### src/rtl/kws_pkg.sv
`default_nettype none
package kws_pkg;

  localparam int unsigned NumLetters = 26;
  localparam int unsigned NumSymbols = 36;
  localparam int unsigned SymW       = 6;
  localparam int unsigned QDepth     = 4;
  localparam int unsigned QPtrW      = 2;
  localparam int unsigned QCntW      = 3;

  localparam logic [SymW-1:0] LastSym  = SymW'(NumSymbols - 1);
  localparam logic [SymW-1:0] SymCount = SymW'(NumSymbols);
  localparam logic [SymW-1:0] LetCount = SymW'(NumLetters);

  typedef enum logic [1:0] {
    OP_CLEAR  = 2'd0,
    OP_KEY    = 2'd1,
    OP_FINISH = 2'd2,
    OP_DATA   = 2'd3
  } op_e;

  // decoded word passed from front to back
  typedef struct packed {
    op_e             op;
    logic [7:0]      ch;
    logic [SymW-1:0] sym;     // symbol code of the upper-cased byte
    logic            sym_ok;  // byte (upper-cased) is A-Z or 0-9
    logic            lower;   // byte is a-z
  } item_t;

endpackage
`default_nettype wire

### src/rtl/kws_front.sv
`default_nettype none
module kws_front
  import kws_pkg::*;
(
  input  wire logic       clk_i,
  input  wire logic       rst_ni,
  input  wire logic       in_valid_i,
  output logic            in_ready_o,
  input  wire logic [1:0] in_op_i,
  input  wire logic [7:0] in_ch_i,
  output logic            head_valid_o,
  output item_t           head_o,
  input  wire logic       pop_i
);

  item_t             q_mem [QDepth];
  logic [QPtrW-1:0]  wr_ptr_q, wr_ptr_d;
  logic [QPtrW-1:0]  rd_ptr_q, rd_ptr_d;
  logic [QCntW-1:0]  cnt_q, cnt_d;
  logic              push, pop;
  logic [7:0]        upc;
  item_t             dec;

  always_comb begin
    dec.op    = op_e'(in_op_i);
    dec.ch    = in_ch_i;
    dec.lower = (in_ch_i >= 8'h61) && (in_ch_i <= 8'h7a);
    upc       = dec.lower ? (in_ch_i - 8'h20) : in_ch_i;
    dec.sym   = '0;
    dec.sym_ok = 1'b0;
    if ((upc >= 8'h41) && (upc <= 8'h5a)) begin
      dec.sym    = SymW'(upc - 8'h41);
      dec.sym_ok = 1'b1;
    end else if ((upc >= 8'h30) && (upc <= 8'h39)) begin
      dec.sym    = SymW'(upc - 8'h30) + LetCount;
      dec.sym_ok = 1'b1;
    end
  end

  assign in_ready_o   = (cnt_q != QCntW'(QDepth));
  assign push         = in_valid_i && in_ready_o;
  assign head_valid_o = (cnt_q != '0);
  assign pop          = pop_i && head_valid_o;
  assign head_o       = q_mem[rd_ptr_q];

  always_comb begin
    wr_ptr_d = wr_ptr_q + QPtrW'(push);
    rd_ptr_d = rd_ptr_q + QPtrW'(pop);
    cnt_d    = cnt_q + QCntW'(push) - QCntW'(pop);
  end

  always_ff @(posedge clk_i) begin
    if (push) begin
      q_mem[wr_ptr_q] <= dec;
    end
  end

  always_ff @(posedge clk_i or negedge rst_ni) begin
    if (!rst_ni) begin
      wr_ptr_q <= '0;
      rd_ptr_q <= '0;
      cnt_q    <= '0;
    end else begin
      wr_ptr_q <= wr_ptr_d;
      rd_ptr_q <= rd_ptr_d;
      cnt_q    <= cnt_d;
    end
  end

endmodule
`default_nettype wire

### src/rtl/kws_back.sv
`default_nettype none
module kws_back
  import kws_pkg::*;
(
  input  wire logic       clk_i,
  input  wire logic       rst_ni,
  input  wire logic       cfg_we_i,
  input  wire logic       cfg_wdata_i,
  input  wire logic       head_valid_i,
  input  wire item_t      head_i,
  output logic            pop_o,
  output logic            out_valid_o,
  input  wire logic       out_ready_i,
  output logic [7:0]      out_data_o
);

  typedef enum logic [2:0] {
    ST_IDLE = 3'b001,
    ST_FILL = 3'b010,
    ST_LOOK = 3'b100
  } state_e;

  state_e                 state_q, state_d;
  logic [SymW-1:0]        keyed_mem [NumSymbols];
  logic [SymW-1:0]        inv_mem   [NumSymbols];
  logic [NumSymbols-1:0]  used_q, used_d;
  logic [SymW-1:0]        fill_q, fill_d;
  logic [SymW-1:0]        walk_q, walk_d;
  logic                   ready_q, ready_d;
  logic                   dir_q;
  logic                   lower_q, lower_d;
  logic                   out_valid_q, out_valid_d;
  logic [7:0]             out_data_q, out_data_d;
  logic [SymW-1:0]        keyed_rd_q, inv_rd_q;
  logic                   rd_en;
  logic [SymW-1:0]        rd_addr;
  logic                   place_en;
  logic [SymW-1:0]        place_sym;
  logic                   can_load;
  logic [SymW-1:0]        r_sym;
  logic [7:0]             r_chr;

  assign can_load = !out_valid_q || out_ready_i;
  assign r_sym    = dir_q ? inv_rd_q : keyed_rd_q;

  always_comb begin
    if (r_sym < LetCount) begin
      r_chr = (lower_q ? 8'h61 : 8'h41) + 8'(r_sym);
    end else begin
      r_chr = 8'h30 + 8'(r_sym - LetCount);
    end
  end

  always_comb begin
    state_d     = state_q;
    used_d      = used_q;
    fill_d      = fill_q;
    walk_d      = walk_q;
    ready_d     = ready_q;
    lower_d     = lower_q;
    out_valid_d = out_valid_q && !out_ready_i;
    out_data_d  = out_data_q;
    pop_o       = 1'b0;
    rd_en       = 1'b0;
    rd_addr     = head_i.sym;
    place_en    = 1'b0;
    place_sym   = head_i.sym;
    case (state_q)
      ST_IDLE: begin
        if (head_valid_i) begin
          case (head_i.op)
            OP_CLEAR: begin
              pop_o   = 1'b1;
              used_d  = '0;
              fill_d  = '0;
              ready_d = 1'b0;
            end
            OP_KEY: begin
              pop_o = 1'b1;
              if (!ready_q && head_i.sym_ok && !head_i.lower) begin
                place_en = !used_q[head_i.sym] && (fill_q < SymCount);
              end
            end
            OP_FINISH: begin
              pop_o   = 1'b1;
              walk_d  = LastSym;
              state_d = ST_FILL;
            end
            OP_DATA: begin
              if (can_load) begin
                pop_o = 1'b1;
                if (ready_q && head_i.sym_ok) begin
                  rd_en   = 1'b1;
                  lower_d = head_i.lower;
                  state_d = ST_LOOK;
                end else begin
                  out_valid_d = 1'b1;
                  out_data_d  = head_i.ch;
                end
              end
            end
            default: ;
          endcase
        end
      end
      // digits 9..0 then letters Z..A are codes 35 down to 0
      ST_FILL: begin
        place_sym = walk_q;
        place_en  = !used_q[walk_q] && (fill_q < SymCount);
        if (walk_q == '0) begin
          ready_d = 1'b1;
          state_d = ST_IDLE;
        end else begin
          walk_d = walk_q - 1'b1;
        end
      end
      ST_LOOK: begin
        out_valid_d = 1'b1;
        out_data_d  = r_chr;
        state_d     = ST_IDLE;
      end
      default: state_d = ST_IDLE;
    endcase
    if (place_en) begin
      used_d[place_sym] = 1'b1;
      fill_d            = fill_q + 1'b1;
    end
  end

  // both tables written together so the inverse stays consistent
  always_ff @(posedge clk_i) begin
    if (place_en) begin
      keyed_mem[fill_q]  <= place_sym;
      inv_mem[place_sym] <= fill_q;
    end
    if (rd_en) begin
      keyed_rd_q <= keyed_mem[rd_addr];
      inv_rd_q   <= inv_mem[rd_addr];
    end
  end

  always_ff @(posedge clk_i) begin
    out_data_q <= out_data_d;
    lower_q    <= lower_d;
    walk_q     <= walk_d;
  end

  always_ff @(posedge clk_i or negedge rst_ni) begin
    if (!rst_ni) begin
      state_q     <= ST_IDLE;
      used_q      <= '0;
      fill_q      <= '0;
      ready_q     <= 1'b0;
      dir_q       <= 1'b0;
      out_valid_q <= 1'b0;
    end else begin
      state_q     <= state_d;
      used_q      <= used_d;
      fill_q      <= fill_d;
      ready_q     <= ready_d;
      out_valid_q <= out_valid_d;
      if (cfg_we_i) begin
        dir_q <= cfg_wdata_i;
      end
    end
  end

  assign out_valid_o = out_valid_q;
  assign out_data_o  = out_data_q;

endmodule
`default_nettype wire

### src/rtl/keyword_substitution_cipher.sv
// Channel   | Direction | Payload
// s_axis    | in        | tuser: opcode[1:0]; tdata: char_in[7:0]
// m_axis    | out       | tdata: char_out[7:0] (data words only)
// cfg       | in        | cfg_wdata_i: direction
//
// Words enter a 4-deep queue at up to one per cycle while it is not full; the back end drains it.
// Clear and key words are handled in ST_IDLE; finish walks all 36 symbols in ST_FILL.
// Data words are passed through, or looked up by a registered table read and sent from ST_LOOK.
// A stalled m_axis holds further data words in the queue; reset is async.
`default_nettype none
module keyword_substitution_cipher
  import kws_pkg::*;
(
  input  wire logic       clk_i,
  input  wire logic       rst_ni,
  input  wire logic       cfg_we_i,
  input  wire logic       cfg_wdata_i,
  input  wire logic       s_axis_tvalid,
  output logic            s_axis_tready,
  input  wire logic [7:0] s_axis_tdata,   // char_in[7:0]
  input  wire logic [1:0] s_axis_tuser,   // opcode[1:0]
  output logic            m_axis_tvalid,
  input  wire logic       m_axis_tready,
  output logic [7:0]      m_axis_tdata    // char_out[7:0]
);

  logic  head_valid;
  item_t head;
  logic  pop;

  kws_front u_front (
    .clk_i        (clk_i),
    .rst_ni       (rst_ni),
    .in_valid_i   (s_axis_tvalid),
    .in_ready_o   (s_axis_tready),
    .in_op_i      (s_axis_tuser),
    .in_ch_i      (s_axis_tdata),
    .head_valid_o (head_valid),
    .head_o       (head),
    .pop_i        (pop)
  );

  kws_back u_back (
    .clk_i        (clk_i),
    .rst_ni       (rst_ni),
    .cfg_we_i     (cfg_we_i),
    .cfg_wdata_i  (cfg_wdata_i),
    .head_valid_i (head_valid),
    .head_i       (head),
    .pop_o        (pop),
    .out_valid_o  (m_axis_tvalid),
    .out_ready_i  (m_axis_tready),
    .out_data_o   (m_axis_tdata)
  );

endmodule
`default_nettype wire
### config.mk
export PLATFORM = sky130hd
export DESIGN_NAME = keyword_substitution_cipher
export DESIGN_NICKNAME = d
export VERILOG_FILES = /design/src/rtl/kws_pkg.sv /design/src/rtl/kws_front.sv /design/src/rtl/kws_back.sv /design/src/rtl/keyword_substitution_cipher.sv
export SDC_FILE = /design/constraint.sdc
export NUM_CORES = 1
export LEC_CHECK = 0
export ABC_AREA = 0
export BUFFER_PORTS_ARGS = -buffer_cell sky130_fd_sc_hd__buf_2
export CORE_MARGIN = 5
export CORE_UTILIZATION = 57
export DETAILED_ROUTE_END_ITERATION = 10
export MAX_ROUTING_LAYER = met4
export PLACE_DENSITY_LB_ADDON = 0.2
export SKIP_CTS_REPAIR_TIMING = 1
export SLEW_MARGIN = 20
export SYNTH_ARGS = -nofsm -noshare
export SYNTH_HDL_FRONTEND = slang
export SYNTH_SLANG_ARGS = --single-unit
### constraint.sdc
create_clock -name clk_i -period 3.82 [get_ports clk_i]
set_input_delay 1.146 -clock clk_i [delete_from_list [all_inputs] [get_ports clk_i]]
set_output_delay 1.146 -clock clk_i [all_outputs]
set_load 0.05 [all_outputs]
==> impl_metrics.ini <==
[yosys]
synth_area_leader_cell = edfxtp_1
syn_area_sq_mm = 0.0246
synth_top_area_share_pct = 64.7
synth_edf_count = 531
synth-main-ff-cell = edfxtp_1
avgSynthCellArea_sq_um = 17.0
seq_area_frac_synth_pct = 70.3
yosysUniqueCellTypes = 63
syn-num-nets = 1484
syn_inst = 1447
yosys_warnings = 0
async_flop_share_pct = 9.39
synthTopCellsByArea = edfxtp_1, mux4_2, dfrtp_1
yosys_register_bits = 586

[layout]
layout.nets = 1576
num-fill-cells = 2974
design_area_sq_mm = 0.0279
area_delta_synth_final_pct = 13.3
fin_cells = 2173
layout_commonest_cell = edfxtp_1
final_cell_mix = edfxtp_1, nand2_1, mux4_2
drive_gt1_share_pct = 24.4

[floorplan]
boundaryPins = 26
die_w_um = 218
die_h_um = 218
die_area_sq_mm = 0.0475
rows = 76
core_sq_mm = 0.0429
initial_utilization_pct = 57.4

[place]
port_buffers = 25
gp_congestion = 0.875
place_area_sq_mm = 0.0259
post-place-cells = 2065
place_ws_ps = -19.1
dp_hpwl_um = 33900

[pwr]
clkPwrFrac_pct = 27.0
total_power_mw = 21.8
switching_share_pct = 34.2
switching_power_mw = 7.46
pwr-share-comb_pct = 34.4
powerDensity_mw_per_mm2 = 781
p_seq_share_pct = 38.6
leakagePower_nw = 9.31
p_int_mw = 14.3
vdd_ir_drop_max_mv = 0.605

[critical_path]
crit_path_top_delay_cell = mux4_4
required_ps = 4190
worst_path_most_repeated_cell = buf_4
crit_type = flop to flop
path_max_fanout = 44
cp_num_buf_inv = 4
arrival_ps = 4010
worstPathCellList = mux4_4, buf_4, mux2i_1, o311ai_1, a211oi_2, o311a_2, nor3_4, buf_12, buf_16, nor4_1, buf_4
end_kind = flop
start_kind = flop
cp_top_family = buffers and inverters
critPathMaxStageDelay_ps = 760

[clock_tree]
cts_buffer_depth = 3
cts_sinks = 586
clock-root-buffer = clkbuf_16
insertion_delay_ps = 630
cts_tree = done
cts-buffers-inserted = 57
cts_htree_levels = 2
clkTransAtPathRegs_ps = 60

[route]
dr.first_iter.drc_count = 1258
remaining_drc_errors = 0
via_per_inst = 6.29
wl_per_cell_um = 25.2
antenna_left = 0
wl_um = 54700
firstDrtPassIters = 5
vias = 13675

[timing]
slew_violations = 0
finalHoldViolCount = 0
finalCritPeriodShare_pct = 95.3
slew_headroom_pct = 33.7
fin_worst_skew_ps = 32.6
rsz0062_at_grt = yes
fin_crit_ps = 3640
fmax_ghz = 0.275
setup_viol = 0
worstMarginPinSlew_ps = 988
fin_ws_ps = 180

[grt]
grt_pass1_wl_um = 84500
antenna_found_initial = 1
grtUsageTotal_pct = 24.2
overflow = 0
grt_max_degree = 88
grt_pass1_vias = 13801

[run]
drv_cap = 0

[outcome]
status = completed

[hold_path]
hold_path.class = flop to flop
-- metal layers --
layer  share of wire [%]  global-route usage [%]  up-vias
met5                   0                       -        -
met1                  41                    34.0     7044
met3                 7.8                    4.22       79
met2                  49                    37.7      597
li1                    -                       -     5955
met4                 1.9                    6.09        0
-- logic make-up (layout without fill, tap and decap cells) --
kind of cell | count (synthesis) | after routing | synth area share, %
fa+ha+maj | 21 | 21 | 1.10
compound gates | 133 | 133 | 3.83
buf+inv | 120 | 260 | 2.24
flops | 586 | 586 | 70.3
xor+xnor | 17 | 17 | 0.605
mux | 182 | 182 | 14.4
simple gates | 388 | 388 | 7.53
other cells | 0 | 1 | 0
-- through the flow --
stage | setup TNS, ps | hold WS [ps] | util (%)
floorplan | 0 | 460 | -
global placement | 0 | 483 | 60.4
finish | 0 | 505 | 65.1
detailed placement | -114 | 493 | 60.4
CTS | 0 | 508 | 65.0
global route | -0.109 | 535 | 65.1
-- flip-flops by register name, indices dropped and copies added, names as in the netlist, 3 cells and up --
register           flops
u_back.fill_q          6
u_front.cnt_q          3
u_front.q_mem         72
u_back.used_q         36
u_back.state_q         3
u_back.inv_rd_q        6
u_back.inv_mem       216
u_back.keyed_mem     216
u_back.out_data_o      8
u_back.keyed_rd_q      6
u_back.walk_q          6
-- cell type report --
| class | instances | area (sq um) | share of cell area [%] |
|---|---|---|---|
| clock inverters | 32 | 413 | 1.48 |
| flip-flops and latches | 586 | 17300 | 62.1 |
| well taps | 585 | 732 | 2.62 |
| multi-input cells | 741 | 6790 | 24.3 |
| inverters | 27 | 101 | 0.363 |
| clock buffers | 75 | 1570 | 5.64 |
| diodes | 1 | 2.50 | 0.00897 |
| repair buffers | 126 | 966 | 3.46 |
-- power by group through the flow --
| stage | Sequential [mW] | Clock, mW | Combinational, mW |
|---|---|---|---|
| floorplan | 8.58 | 0 | 4.89 |
| global placement | 8.51 | 0 | 7.45 |
| detailed placement | 8.52 | 0 | 7.51 |
| CTS | 8.40 | 5.97 | 7.53 |
| global route | 8.44 | 6.26 | 8.08 |
| finish | 8.40 | 5.88 | 7.51 |
-- cells in the mapped netlist, drive strengths merged, types with 3 or more instances --
cell and number:
edfxtp 531, nand2 192, mux4 137, dfrtp 54, buf 49, nor3 45
clkbuf 44, mux2i 40, nor4 39, o31ai 35, nor2 32, nand3 31
o21ai 30, inv 26, ha 20, and3 15, a311oi 14, a31oi 13
xor2 9, nor2b 8, xnor2 8, a21oi 7, and2 5, mux2 5
o22ai 5, nand2b 4, nor3b 4, o21a 4, o41ai 4, a31o 3
nand3b 3
-- worst register-to-register path, cell delays in order (launching register included) --
cell and delay [ps]:
dfrtp_2 450, mux4_4 760, buf_4 240, mux2i_1 120
o311ai_1 280, a211oi_2 60, o311a_2 380, nor3_4 280
buf_12 220, buf_16 270, nor4_1 120, buf_4 210
-- worst paths after layout --
| path | cells after the start | startpoint | slack (ps) | end |
|---|---|---|---|---|
| hold / removal | 2 | u_back.used_q[11] | 510 | u_back.used_q[11] |
| max in group asynchronous | 2 | rst_ni | 2600 | u_front.rd_ptr_q[0] |
| min in group asynchronous | 2 | rst_ni | 690 | u_back.fill_q[1] |
| hold reg to reg | 2 | u_back.used_q[11] | 510 | u_back.used_q[11] |
| setup reg to reg | 11 | u_front.rd_ptr_q[0] | 180 | u_back.keyed_mem[13][2] |
| setup / recovery | 11 | u_front.rd_ptr_q[0] | 180 | u_back.keyed_mem[13][2] |
(Power assumes the default switching activity.)
